### config.mk
export PLATFORM = sky130hd
export DESIGN_NAME = look_disk_request_scheduler_unit
export DESIGN_NICKNAME = d
export VERILOG_FILES = /design/src/rtl/core/lds_pkg.sv /design/src/rtl/core/lds_fifo.sv /design/src/rtl/core/lds_front.sv /design/src/rtl/core/lds_back.sv /design/src/rtl/core/look_disk_request_scheduler_unit.sv
export SDC_FILE = /design/constraint.sdc
export NUM_CORES = 2
export LEC_CHECK = 0
export ABC_CLOCK_PERIOD_IN_PS = 6600
export BUFFER_PORTS_ARGS = -buffer_cell sky130_fd_sc_hd__buf_2
export CORE_UTILIZATION = 50
export DETAILED_ROUTE_END_ITERATION = 10
export PLACE_DENSITY = 0.69
export RECOVER_POWER = 100
export SYNTH_ARGS = -nofsm -noshare
export SYNTH_HDL_FRONTEND = slang
export SYNTH_SLANG_ARGS = --single-unit
### constraint.sdc
create_clock -name clk -period 6.6 [get_ports clk]
set_input_delay 0.66 -clock clk [delete_from_list [all_inputs] [get_ports clk]]
set_output_delay 0.66 -clock clk [all_outputs]
set_load 0.02 [all_outputs]
### src/rtl/core/lds_pkg.sv
`timescale 1ns / 1ps
`default_nettype none
package lds_pkg;

  // Default sizes
  localparam int DEF_LIST_DEPTH = 64;
  localparam int DEF_TRACK_BITS = 16;
  localparam int DEF_TAG_BITS   = 8;

  // Depth of the queue between front and back
  localparam int QUEUE_DEPTH = 2;

  // Command codes
  localparam logic CMD_ADD = 1'b0;
  localparam logic CMD_GET = 1'b1;

  // List selectors
  localparam logic LIST_SWEEP  = 1'b0;
  localparam logic LIST_RETURN = 1'b1;

  // Classification of one queued item
  typedef struct packed {
    logic is_get;
    logic to_sweep;
  } job_ctrl_t;

  // Queue status seen by a producer or a consumer
  typedef struct packed {
    logic full;
    logic avail;
  } queue_stat_t;

endpackage
`default_nettype wire

### src/rtl/core/lds_fifo.sv
`timescale 1ns / 1ps
`default_nettype none
module lds_fifo #(
  parameter int WIDTH = 34
) (
  input  wire                    clk,
  input  wire                    rst_n,
  input  wire                    push,
  input  wire [WIDTH-1:0]        push_data,
  input  wire                    pop,
  output logic [WIDTH-1:0]       pop_data,
  output lds_pkg::queue_stat_t   stat
);
  import lds_pkg::*;

  localparam int PW = (QUEUE_DEPTH > 1) ? $clog2(QUEUE_DEPTH) : 1;
  localparam int CW = $clog2(QUEUE_DEPTH + 1);

  logic [WIDTH-1:0] slot_r [QUEUE_DEPTH];
  logic [PW-1:0]    wr_ptr_r, rd_ptr_r;
  logic [CW-1:0]    fill_r;

  function automatic logic [PW-1:0] bump(input logic [PW-1:0] p);
    logic [PW-1:0] q;
    q = (p == PW'(QUEUE_DEPTH - 1)) ? '0 : p + PW'(1);
    return q;
  endfunction

  always_ff @(posedge clk) begin
    if (!rst_n) begin
      wr_ptr_r <= '0;
      rd_ptr_r <= '0;
      fill_r   <= '0;
    end else begin
      if (push) begin
        wr_ptr_r <= bump(wr_ptr_r);
      end
      if (pop) begin
        rd_ptr_r <= bump(rd_ptr_r);
      end
      fill_r <= fill_r + CW'(push) - CW'(pop);
    end
  end

  always_ff @(posedge clk) begin
    if (push) begin
      slot_r[wr_ptr_r] <= push_data;
    end
  end

  assign pop_data   = slot_r[rd_ptr_r];
  assign stat.full  = (fill_r == CW'(QUEUE_DEPTH));
  assign stat.avail = (fill_r != '0);

endmodule
`default_nettype wire

### src/rtl/core/lds_front.sv
`timescale 1ns / 1ps
`default_nettype none
module lds_front #(
  parameter int TRACK_BITS = 16,
  parameter int TAG_BITS   = 8
) (
  input  wire                          clk,
  input  wire                          rst_n,
  input  wire                          start,
  output logic                         busy,
  input  wire                          in_command,
  input  wire [TAG_BITS-1:0]           in_request_tag,
  input  wire [TRACK_BITS-1:0]         in_request_track,
  input  wire [TRACK_BITS-1:0]         in_head_track,
  input  wire lds_pkg::queue_stat_t    q_stat,
  output logic                         q_push,
  output logic [TAG_BITS+TRACK_BITS+1:0] q_data
);
  import lds_pkg::*;

  logic                  hold_v_r;
  job_ctrl_t             ctrl_r;
  logic [TAG_BITS-1:0]   tag_r;
  logic [TRACK_BITS-1:0] trk_r;
  logic                  take;

  // Holding stage: moves on as soon as the queue has room
  assign busy   = hold_v_r & q_stat.full;
  assign take   = start & ~busy;
  assign q_push = hold_v_r & ~q_stat.full;
  assign q_data = {ctrl_r, tag_r, trk_r};

  always_ff @(posedge clk) begin
    if (!rst_n) begin
      hold_v_r <= 1'b0;
    end else if (take) begin
      hold_v_r <= 1'b1;
    end else if (q_push) begin
      hold_v_r <= 1'b0;
    end
  end

  always_ff @(posedge clk) begin
    if (take) begin
      ctrl_r.is_get   <= (in_command == CMD_GET);
      ctrl_r.to_sweep <= (in_head_track <= in_request_track);
      tag_r           <= in_request_tag;
      trk_r           <= in_request_track;
    end
  end

endmodule
`default_nettype wire

### src/rtl/core/lds_back.sv
`timescale 1ns / 1ps
`default_nettype none
module lds_back #(
  parameter int LIST_DEPTH = 64,
  parameter int TRACK_BITS = 16,
  parameter int TAG_BITS   = 8
) (
  input  wire                            clk,
  input  wire                            rst_n,
  input  wire lds_pkg::queue_stat_t      q_stat,
  input  wire [TAG_BITS+TRACK_BITS+1:0]  q_data,
  output logic                           q_pop,
  output logic                           out_valid,
  output logic                           out_granted,
  output logic [TAG_BITS-1:0]            out_granted_tag,
  output logic [TRACK_BITS-1:0]          out_granted_track,
  output logic                           out_error,
  output logic                           out_queue_empty
);
  import lds_pkg::*;

  localparam int IW = (LIST_DEPTH > 1) ? $clog2(LIST_DEPTH) : 1;
  localparam int CW = $clog2(LIST_DEPTH + 1);
  localparam int EW = TAG_BITS + TRACK_BITS;

  typedef enum logic [1:0] {S_IDLE, S_SCAN, S_PUT, S_POP} state_t;

  // Entries {track, tag}; each list is a ring from its base
  logic [EW-1:0] mem_sw [LIST_DEPTH];
  logic [EW-1:0] mem_rt [LIST_DEPTH];
  logic [EW-1:0] rd_sw_r, rd_rt_r, rd_entry;

  state_t                state_r, state_nxt;
  logic                  lst_r, lst_nxt;
  logic [TAG_BITS-1:0]   tag_r, tag_nxt;
  logic [TRACK_BITS-1:0] trk_r, trk_nxt;
  logic [IW-1:0]         pos_r, pos_nxt;
  logic [CW-1:0]         cnt_r [2];
  logic [CW-1:0]         cnt_nxt [2];
  logic [IW-1:0]         base_r [2];
  logic [IW-1:0]         base_nxt [2];

  logic                  valid_r, valid_nxt;
  logic                  gnt_r, gnt_nxt;
  logic [TAG_BITS-1:0]   gtag_r, gtag_nxt;
  logic [TRACK_BITS-1:0] gtrk_r, gtrk_nxt;
  logic                  err_r, err_nxt;
  logic                  empty_r, empty_nxt;

  logic                  we, wlist, lsel, after;
  logic [IW-1:0]         waddr, raddr;
  logic [EW-1:0]         wdata;
  logic [CW-1:0]         cnt_m1;
  job_ctrl_t             q_ctrl;
  logic [TAG_BITS-1:0]   q_tag;
  logic [TRACK_BITS-1:0] q_trk;
  logic [TRACK_BITS-1:0] rd_trk;

  function automatic logic [IW-1:0] phys(input logic [IW-1:0] base,
                                         input logic [IW-1:0] off);
    logic [IW:0] sum;
    sum = {1'b0, base} + {1'b0, off};
    if (sum >= (IW+1)'(LIST_DEPTH)) begin
      sum = sum - (IW+1)'(LIST_DEPTH);
    end
    return sum[IW-1:0];
  endfunction

  assign {q_ctrl, q_tag, q_trk} = q_data;
  assign rd_entry = (lst_r == LIST_RETURN) ? rd_rt_r : rd_sw_r;
  assign rd_trk   = rd_entry[EW-1:TAG_BITS];
  assign after    = (lst_r == LIST_SWEEP) ? (rd_trk > trk_r) : (rd_trk < trk_r);

  always_comb begin
    state_nxt   = state_r;
    lst_nxt     = lst_r;
    tag_nxt     = tag_r;
    trk_nxt     = trk_r;
    pos_nxt     = pos_r;
    cnt_nxt     = cnt_r;
    base_nxt    = base_r;
    valid_nxt   = 1'b0;
    gnt_nxt     = 1'b0;
    gtag_nxt    = '0;
    gtrk_nxt    = '0;
    err_nxt     = 1'b0;
    q_pop       = 1'b0;
    we          = 1'b0;
    wlist       = lst_r;
    lsel        = LIST_SWEEP;
    waddr       = phys(base_r[lst_r], pos_r + IW'(1));
    wdata       = {trk_r, tag_r};
    raddr       = phys(base_r[lst_r], pos_r);
    cnt_m1      = '0;

    unique case (state_r)
      S_IDLE: begin
        if (q_stat.avail) begin
          q_pop   = 1'b1;
          tag_nxt = q_tag;
          trk_nxt = q_trk;
          if (!q_ctrl.is_get) begin
            lsel    = q_ctrl.to_sweep ? LIST_SWEEP : LIST_RETURN;
            lst_nxt = lsel;
            wlist   = lsel;
            cnt_m1  = cnt_r[lsel] - CW'(1);
            if (cnt_r[lsel] == CW'(LIST_DEPTH)) begin
              valid_nxt = 1'b1;
              err_nxt   = 1'b1;
            end else if (cnt_r[lsel] == '0) begin
              we            = 1'b1;
              waddr         = base_r[lsel];
              wdata         = {q_trk, q_tag};
              cnt_nxt[lsel] = CW'(1);
              valid_nxt     = 1'b1;
            end else begin
              // scan from the tail towards the front
              pos_nxt   = cnt_m1[IW-1:0];
              raddr     = phys(base_r[lsel], cnt_m1[IW-1:0]);
              state_nxt = S_SCAN;
            end
          end else begin
            if (cnt_r[LIST_SWEEP] != '0) begin
              lst_nxt   = LIST_SWEEP;
              raddr     = base_r[LIST_SWEEP];
              state_nxt = S_POP;
            end else if (cnt_r[LIST_RETURN] != '0) begin
              lst_nxt   = LIST_RETURN;
              raddr     = base_r[LIST_RETURN];
              state_nxt = S_POP;
            end else begin
              valid_nxt = 1'b1;
              err_nxt   = 1'b1;
            end
          end
        end
      end
      S_SCAN: begin
        we = 1'b1;
        if (after) begin
          // entry moves one place back
          wdata = rd_entry;
          if (pos_r == '0) begin
            state_nxt = S_PUT;
          end else begin
            raddr   = phys(base_r[lst_r], pos_r - IW'(1));
            pos_nxt = pos_r - IW'(1);
          end
        end else begin
          cnt_nxt[lst_r] = cnt_r[lst_r] + CW'(1);
          valid_nxt      = 1'b1;
          state_nxt      = S_IDLE;
        end
      end
      S_PUT: begin
        we             = 1'b1;
        waddr          = phys(base_r[lst_r], pos_r);
        cnt_nxt[lst_r] = cnt_r[lst_r] + CW'(1);
        valid_nxt      = 1'b1;
        state_nxt      = S_IDLE;
      end
      S_POP: begin
        base_nxt[lst_r] = phys(base_r[lst_r], IW'(1));
        cnt_nxt[lst_r]  = cnt_r[lst_r] - CW'(1);
        valid_nxt       = 1'b1;
        gnt_nxt         = 1'b1;
        gtag_nxt        = rd_entry[TAG_BITS-1:0];
        gtrk_nxt        = rd_trk;
        state_nxt       = S_IDLE;
      end
      default: begin
        state_nxt = S_IDLE;
      end
    endcase

    empty_nxt = (cnt_nxt[LIST_SWEEP] == '0) && (cnt_nxt[LIST_RETURN] == '0);
  end

  always_ff @(posedge clk) begin
    if (!rst_n) begin
      state_r             <= S_IDLE;
      cnt_r[LIST_SWEEP]   <= '0;
      cnt_r[LIST_RETURN]  <= '0;
      base_r[LIST_SWEEP]  <= '0;
      base_r[LIST_RETURN] <= '0;
      valid_r             <= 1'b0;
    end else begin
      state_r  <= state_nxt;
      cnt_r    <= cnt_nxt;
      base_r   <= base_nxt;
      valid_r  <= valid_nxt;
    end
    lst_r   <= lst_nxt;
    tag_r   <= tag_nxt;
    trk_r   <= trk_nxt;
    pos_r   <= pos_nxt;
    gnt_r   <= gnt_nxt;
    gtag_r  <= gtag_nxt;
    gtrk_r  <= gtrk_nxt;
    err_r   <= err_nxt;
    empty_r <= empty_nxt;
  end

  // List storage: one write, one registered read per cycle
  always_ff @(posedge clk) begin
    if (we && (wlist == LIST_SWEEP)) begin
      mem_sw[waddr] <= wdata;
    end
    if (we && (wlist == LIST_RETURN)) begin
      mem_rt[waddr] <= wdata;
    end
    rd_sw_r <= mem_sw[raddr];
    rd_rt_r <= mem_rt[raddr];
  end

  assign out_valid         = valid_r;
  assign out_granted       = gnt_r;
  assign out_granted_tag   = gtag_r;
  assign out_granted_track = gtrk_r;
  assign out_error         = err_r;
  assign out_queue_empty   = empty_r;

endmodule
`default_nettype wire

### src/rtl/core/look_disk_request_scheduler_unit.sv
`timescale 1ns / 1ps
`default_nettype none
// LOOK disk-arm request scheduler.
// Input: an item is taken on a clock edge with start high and busy low.
//   in_command 0 files a request (in_request_tag, in_request_track) against
//   in_head_track: at or above the head it joins the ascending sweep list,
//   below it the descending return list; equal tracks keep arrival order.
//   in_command 1 pops the sweep front, else the return front.
// Output: one result per item, in order, shown for a single cycle with
//   out_valid high. The receiver cannot stall; results are never held.
// The front stage registers an item and pushes it into the queue; the back
//   end pops it when idle. A get grants a list front in its pop state, or an
//   error if both lists are empty; an add to an empty or full (error) list
//   resolves while idle; any other add scans from the tail, moving each later
//   entry one place back, then writes the new one in the gap. The ordered
//   insert, one stored entry per cycle through the list memory port, sets the rate.
// A front stage and a two-item queue let new items be taken while the back
//   end is still scanning; busy rises only when the queue is full and the
//   front stage still holds an item.
// Reset (rst_n low, synchronous) empties both lists; no clearing pass is
//   needed since entries are only read below their fill count.
module look_disk_request_scheduler_unit #(
  parameter int LIST_DEPTH = lds_pkg::DEF_LIST_DEPTH,
  parameter int TRACK_BITS = lds_pkg::DEF_TRACK_BITS,
  parameter int TAG_BITS   = lds_pkg::DEF_TAG_BITS
) (
  input  wire                   clk,
  input  wire                   rst_n,
  input  wire                   start,
  output logic                  busy,
  input  wire                   in_command,
  input  wire [TAG_BITS-1:0]    in_request_tag,
  input  wire [TRACK_BITS-1:0]  in_request_track,
  input  wire [TRACK_BITS-1:0]  in_head_track,
  output logic                  out_valid,
  output logic                  out_granted,
  output logic [TAG_BITS-1:0]   out_granted_tag,
  output logic [TRACK_BITS-1:0] out_granted_track,
  output logic                  out_error,
  output logic                  out_queue_empty
);
  import lds_pkg::*;

  localparam int QW = TAG_BITS + TRACK_BITS + 2;

  queue_stat_t   q_stat;
  logic          q_push, q_pop;
  logic [QW-1:0] q_in, q_out;

  // Front: takes and classifies items
  lds_front #(
    .TRACK_BITS (TRACK_BITS),
    .TAG_BITS   (TAG_BITS)
  ) u_front (
    .clk              (clk),
    .rst_n            (rst_n),
    .start            (start),
    .busy             (busy),
    .in_command       (in_command),
    .in_request_tag   (in_request_tag),
    .in_request_track (in_request_track),
    .in_head_track    (in_head_track),
    .q_stat           (q_stat),
    .q_push           (q_push),
    .q_data           (q_in)
  );

  // Short decoupling queue
  lds_fifo #(
    .WIDTH (QW)
  ) u_fifo (
    .clk       (clk),
    .rst_n     (rst_n),
    .push      (q_push),
    .push_data (q_in),
    .pop       (q_pop),
    .pop_data  (q_out),
    .stat      (q_stat)
  );

  // Back: list storage, ordered insert and pop
  lds_back #(
    .LIST_DEPTH (LIST_DEPTH),
    .TRACK_BITS (TRACK_BITS),
    .TAG_BITS   (TAG_BITS)
  ) u_back (
    .clk               (clk),
    .rst_n             (rst_n),
    .q_stat            (q_stat),
    .q_data            (q_out),
    .q_pop             (q_pop),
    .out_valid         (out_valid),
    .out_granted       (out_granted),
    .out_granted_tag   (out_granted_tag),
    .out_granted_track (out_granted_track),
    .out_error         (out_error),
    .out_queue_empty   (out_queue_empty)
  );

endmodule
`default_nettype wire
# [After elaboration in Yosys (flattened, before gate mapping)]
# Memories as Yosys holds them, arrays and structs flattened. A register that Yosys moved wholly into a read port is not among the register bits.
# Index checks and enable logic that the tools add are counted.
[word_totals] latch_bits=0 ff_bits=118 in_bits=44 ramBits=3124 mem_bits_ro=0 word_cells=212 output_inout_bits=29 n_memories=3
[op_classes] n_lt_le_gt_ge=12 shift=0 mul=0 n_eq_ne=16 bitwise=11 n_reduce_logical=21 muxes=107 add_sub_neg=19 n_div=0
[memory_table] name="u_back.mem_rt" depth=64 width=24 rd=1 rd_ports_with_merged_regs=1 wr=1 line_no="lds_back.sv:30" source="logic [EW-1:0] mem_rt [LIST_DEPTH];"
[memory_table] name="u_back.mem_sw" depth=64 width=24 rd=1 rd_ports_with_merged_regs=1 wr=1 line_no="lds_back.sv:29" source="logic [EW-1:0] mem_sw [LIST_DEPTH];"
[memory_table] name="u_fifo.slot_r" depth=2 width=26 rd=1 rd_ports_with_merged_regs=1 wr=1 line_no="lds_fifo.sv:19" source="logic [WIDTH-1:0] slot_r [QUEUE_DEPTH];"
[op_table] operator="$mux 6" count=31
[op_table] operator="$mux 24" count=6
[op_table] operator="$mux 14" count=5
[op_table] operator="$mux 7" count=8
[op_table] operator="$pmux 14 s4" count=1
[op_table] operator="$pmux 24 s2" count=1
[op_table] operator="$sub 6x1->6 const B" count=7
[op_table] operator="$pmux 6 s2" count=3
[op_table] operator="$ge 7x7->1 const B" count=5
[op_table] operator="$mux 1" count=35
[op_table] operator="$add 6x6->7" count=4
[op_table] operator="$bwmux 14" count=2
[op_table] operator="$logic_not 7->1" count=3
[op_table] operator="$gt 16x16->1" count=1
[op_table] operator="$le 16x16->1" count=1
[op_table] operator="$lt 16x16->1" count=1
[op_table] operator="$mux 2" count=8
[op_table] operator="$demux 7 s1" count=2
[op_table] operator="$reduce_bool 7->1" count=2
[op_table] operator="$and 12x12->12" count=1
[op_table] operator="$bwmux 12" count=1
[op_table] operator="$not 12->12" count=1
[op_table] operator="$ne 2x2->1 const B" count=5
[op_table] operator="$add 6x1->7 const B" count=1
[op_table] operator="32 further kinds" count=51

# [Depth between registers and ports, before layout]
[logic_depth] word_depth=15 ltp_mapped=22 ltp_nobuf=19

# [Cells and area by module]
# Synthesis repeated with hierarchy kept, for this count alone.
[hier_totals] cells_unflattened=9995 hier_area_um2=131457.3
[by_module_without_submodules] mod="lds_back" n_inst=1 seq_area_each_um2=95261.4 area_per_inst_um2=128011.5 cells_each=9806
[by_module_without_submodules] mod="lds_fifo" n_inst=1 seq_area_each_um2=1661.6 area_per_inst_um2=2208.4 cells_each=102
[by_module_without_submodules] mod="lds_front" n_inst=1 seq_area_each_um2=800.8 area_per_inst_um2=1237.4 cells_each=87

# [Worst setup path before layout]
# Ideal clock, no wire load.
[synth_timing] kind="register to register" start="register u_back.lst_r" end="memory u_back.mem_rt[0][13] (netlist name), data pin" n_path_buf=7 setup_slack_ns=-0.568 arrival_time_ns=6.261 setup_time_ns=0.907 synth_period_minus_slack_ns=7.168 path_stages_with_launch=18 t_required_ns=5.693 cell_sequence="edfxtp_1 > buf_1 > clkbuf_1 > clkbuf_1 > buf_1 > buf_1 > mux2_2 > ha_1 > nand4_2 > nor3_1 > nor4_1 > a311oi_2 > or2_2 > or2_2 > clkbuf_1 > clkbuf_1 > nand2_1 > nand3_1"
[synth_between] elab_chain_len=5 word_cells_on_any_way=6 classes_between="2 x order compare; 4 x mux"
[synth_rtl] element="from (decl)" line_no="lds_back.sv:34" source="logic lst_r, lst_nxt;"
[synth_rtl] element="from (signal assigned)" line_no="lds_back.sv:193" source="lst_r <= lst_nxt;"
[synth_rtl] element="$mux 24 (*)" line_no="lds_back.sv:70" source="assign rd_entry = (lst_r == LIST_RETURN) ? rd_rt_r : rd_sw_r;"
[synth_rtl] element="net u_back.rd_entry[22]" line_no="lds_back.sv:31" source="logic [EW-1:0] rd_sw_r, rd_rt_r, rd_entry;"
[synth_rtl] element="$gt 16x16->1 / $lt 16x16->1 (equally long branches)" line_no="lds_back.sv:72" source="assign after = (lst_r == LIST_SWEEP) ? (rd_trk > trk_r) : (rd_trk < trk_r);"
[synth_rtl] element="$mux 1 (*)" line_no="lds_back.sv:72"
[synth_rtl] element="$mux 24 (*)" line_no="lds_back.sv:140" source="if (after) begin"
[synth_rtl] element="$pmux 24 s2 (*)" line_no="lds_back.sv:96" source="unique case (state_r)"
[synth_rtl] element="net u_back.wdata[13]" line_no="lds_back.sv:52" source="logic [EW-1:0] wdata;"
[synth_rtl] element="to (decl)" line_no="lds_back.sv:30"
# The timed path passes the listed nets; every way through them passes the cells marked *.

# [Worst setup path after layout]
[layout_timing] start="register u_back.lst_r" end="register u_back.rd_rt_r[6] (read register of u_back.mem_rt)"
[layout_between] word_cells_on_any_way=25 classes_between="4 x add/sub; 4 x order compare; 16 x mux; 1 x bitwise"
[layout_lines] element="$mux 24 (*)" line_no="lds_back.sv:70"
[layout_lines] element="net u_back.rd_entry[23]" line_no="lds_back.sv:31"
[layout_lines] element="$gt 16x16->1 / $lt 16x16->1 (equally long branches)" line_no="lds_back.sv:72"
[layout_lines] element="$mux 1 (*)" line_no="lds_back.sv:72"
[layout_lines] element="$mux 6 (*)" line_no="lds_back.sv:140"
[layout_lines] element="$pmux 6 s2 (*)" line_no="lds_back.sv:96"
[layout_lines] element="to (decl)" line_no="lds_back.sv:31"
# The timed path passes the listed nets; every way through them passes the cells marked *. The select of a mux whose other input is x is not followed.
# A chain may end at the register's enable or synchronous reset.

==> results.md <==
- Hold buffer count at CTS: 26
- Core Footprint: 254600 um2
- Setup CP Type: reg2reg
- RSZ-0062 raised after global routing: false
- Crit path capture: u_back.rd_rt_r[6]$_DFF_P_
- Gp weighted congestion: around 0.91
- Critical R2R Launch: u_back.lst_r$_DFFE_PP_
- Maximum fanout along the worst path: 31
- IO Count: between 70 and 80
- Vias in the first global route: just over 70000
- Post-synthesis async set-or-reset flop share: 0%
- Max Fclk: 154.5 MHz
- Share of cells above drive strength 1: a little over an eighth
- Worst Path Required: ~7.5 ns
- Final instance area: 146200 um2
- Failing checks: capacitance limit, slew limit
- GRT overflow: 0
- Critical Path Start Type: register
- Initial antenna violation count: 19
- Register-to-Register Path Depth: 16
- Syn_area_per_cell: 17.25 um2
- Clock root cell: clkbuf_16
- Chip width: 508.8 um
- Max Slew Vio Count: between 1000 and 1500
- Slew HR: -39.44%
- Max Root-Sink Buffers: 4
- Status: finished, violations left
- Final ANT Viol Nets: 0
- Worst Skew: between 0.1 and 0.15 ns
- Iteration-0 DRC Markers: 9920
- DIE HEIGHT: ~510 um
- Gr usage total: around a quarter
- Postcts setup bufs: 0
- Mapped Nets: roughly 7600
- Final hold vios: 0
- Complex-gate fraction of the synthesized area: approximately 6.2%
- Via Count: approximately 73000
- TritonRoute pass-1 iters: 7
- Post-Syn Area: between 100000 and 150000 um2
- Post-synth EDFFs: about 3200
- Final core utilization: between 50 and 60%
- Setup violators final: 0
- Synth cell types: 82
- Largest family of logic cells by synthesized area: multiplexers
- Critical path launch point: u_back.lst_r$_DFFE_PP_
- Cells after synthesis: roughly 7400
- Final worst-path cycle share: about 98%
- H-tree levels: 5
- Post-synthesis xor/xnor area fraction: 0.3546%
- Post-synthesis simple-gate area fraction: about 3.1%
- Largest net degree at the start of global routing: 93
- Routed len/inst: between 30 and 40 um
- # Max-Cap Violations: 29
- Worst-skew pair later-pin latency: approximately 0.97 ns
- Seq/Total Area, Yosys: 76.10%
- Reg clk slew, reported paths: 0.06 ns
- Top FF cell, synth: edfxtp_1
- Worst slew pin tran: between 2 and 2.5 ns
- Area post-placement: 136300 um2
- Area grow syn2layout: 13.84%
- Via/cell ratio: roughly 6.3
- First-pass GRT wire length: 497300 um
- # clock sinks: about 3300
- Row count: roughly 190
- RR Endpoint: u_back.rd_rt_r[6]$_DFF_P_
- Synth Area in Adders: less than 1%
- Register-to-register setup slack: 0.13 ns
- I/O Buffers: between 70 and 80
- Min cycle time layout: roughly 6.5 ns
- Cts repair resizes: 0
- CTS tree: done
- Critical path arrival: 7.32 ns
- Synth warn: 0
- TritonCTS buffer count: 334
- Final nets: about 8000
- Hpwl dp: ~210000 um
- FF+latch count, synth: approximately 3300
- Hold Path Class: in2reg
- # DRC: 0
- Starting Density: 50.44%
- Total routed wirelength: roughly 350000 um
- Mux share of post-synthesis cell area: roughly an eighth
- Crit. End Element: register
- Total Die Area: around 260000 um2
cell families (layout without fill, tap and decap cells):
| kind of cell | after synthesis | count (layout) |
|---|---|---|
| AOI/OAI and AO/OA | 1169 | 1169 |
| muxes | 1521 | 1521 |
| buffers and inverters | 474 | 1193 |
| DFF | 3291 | 3291 |
| and+or+nand+nor | 868 | 868 |
| other | 0 | 16 |
| adders and majority gates | 69 | 69 |
| xor gates and xnor gates | 52 | 52 |
stage by stage:
step	hold slack, ns	cells	worst slack [ns]	setup TNS (ns)
detailed placement	0.4338	10920	0.4603	0
finish	0.2542	11550	0.1296	0
floorplan	0.4215	7444	-0.5676	-597.04
CTS	0.2156	11530	0.4067	0
global placement	0.4255	10920	-0.1644	-0.1644
global route	0.2540	11530	0.1087	0
state kept, by name, summed over array words and instances (netlist names), 6 cells and up, named ones only:
signal                    cells
u_back.mem_sw              1536
u_back.mem_rt              1536
u_back.rd_sw_r               24
u_back.rd_rt_r               24
u_back.out_granted_track     16
u_back.pos_r                  6
u_back.tag_r                  8
u_back.trk_r                 16
u_back.base_r                12
u_back.cnt_r                 14
u_front.trk_r                16
u_fifo.slot_r                52
u_back.out_granted_tag        8
u_front.tag_r                 8
final cells by class:
type	count	area, um2
flip-flops and latches	3291	97720
clock buffers	430	9120
repair buffers	543	4208
well taps	3366	4212
fillers	18870	108400
inverters	64	240.2
multi-input cells	3679	29170
clock inverters	156	1484
diodes	16	40.04
worst min path at each step:
stage | startpoint | end | slack (ns) | cells after the start
2_1_floorplan | u_front.trk_r[0]$_DFFE_PP_ | u_fifo.slot_r[0][0]$_DFFE_PP_ | 0.42 | 0
6_report | rst_n | u_fifo.wr_ptr_r$_SDFFE_PN0P_ | 0.25 | 2
3_5_place_dp | u_front.trk_r[9]$_DFFE_PP_ | u_fifo.slot_r[1][9]$_DFFE_PP_ | 0.43 | 0
4_1_cts | rst_n | u_fifo.wr_ptr_r$_SDFFE_PN0P_ | 0.22 | 2
3_3_place_gp | u_front.tag_r[0]$_DFFE_PP_ | u_fifo.slot_r[0][16]$_DFFE_PP_ | 0.43 | 0
5_1_grt | rst_n | u_fifo.wr_ptr_r$_SDFFE_PN0P_ | 0.25 | 2
worst max-delay path, stage by stage, from the launching register on:
cell,delay [ns]
edfxtp_1,0.44
buf_12,0.24
mux2_2,0.41
ha_1,0.30
nand4_1,0.24
nor4_1,0.47
nor2_1,0.14
a311oi_2,0.64
o21ai_1,0.28
nand3_4,0.50
buf_12,0.24
buf_4,0.40
mux2i_1,0.25
o22ai_1,0.10
o41ai_1,1.32
buf_4,0.26
nand4_1,0.07
placed cells by master (no fill, tap or decap), types with 48 or more instances in the layout:
master | synthesis | final
o22ai_1 | 696 | 696
inv_1 | 64 | 64
clkbuf_1 | 175 | 147
clkinv_2 | 0 | 48
ha_1 | 65 | 65
nor2_2 | 1 | 78
mux2i_1 | 1461 | 1461
buf_12 | 0 | 57
nand2_1 | 295 | 295
dfxtp_1 | 110 | 110
clkinv_1 | 0 | 55
clkbuf_16 | 0 | 343
nand4_1 | 62 | 63
clkbuf_2 | 0 | 120
edfxtp_1 | 3181 | 3181
nand3_1 | 71 | 52
a21oi_1 | 89 | 89
o41ai_1 | 165 | 156
nor2_1 | 268 | 182
buf_4 | 8 | 217
routing by layer:
layer | global-route usage [%] | vias up | share of wire (%)
met3 | 5.247 | 601 | 11
met1 | 37.94 | 37410 | 40
met2 | 41.62 | 4149 | 46
met5 | 0 | - | 0.015
met4 | 8.232 | 8 | 3.1
li1 | - | 30860 | -
cells in the mapped netlist, types with 10 or more instances:
| cell | instances | area share [%] |
|---|---|---|
| o21ai_0 | 40 | 0.16 |
| nor4_1 | 11 | 0.054 |
| mux2i_1 | 1461 | 11 |
| a221o_1 | 12 | 0.094 |
| a211oi_1 | 10 | 0.058 |
| inv_1 | 64 | 0.19 |
| a221oi_1 | 11 | 0.075 |
| nor3_1 | 36 | 0.14 |
| nand4_1 | 62 | 0.30 |
| buf_1 | 33 | 0.096 |
| o21a_1 | 12 | 0.070 |
| and3_1 | 10 | 0.049 |
| o22ai_1 | 696 | 3.4 |
| ha_1 | 65 | 0.63 |
| and2_1 | 44 | 0.21 |
| nor2b_1 | 15 | 0.073 |
| nand3_1 | 71 | 0.28 |
| nand2_1 | 295 | 0.86 |
| clkbuf_1 | 175 | 0.51 |
| a21o_1 | 16 | 0.094 |
| a32oi_1 | 16 | 0.11 |
| o41ai_1 | 165 | 1.1 |
| mux2_2 | 58 | 0.51 |
| nor2_1 | 268 | 0.78 |
| xor2_1 | 17 | 0.12 |
| xnor2_1 | 35 | 0.24 |
| dfxtp_1 | 110 | 1.7 |
| a22oi_1 | 16 | 0.094 |
| buf_2 | 192 | 0.75 |
| edfxtp_1 | 3181 | 74 |
| a21oi_1 | 89 | 0.35 |
Power is left out: the tool's default activity adds up to more than one toggle a clock period on the data nets, which glitch-free logic cannot reach.
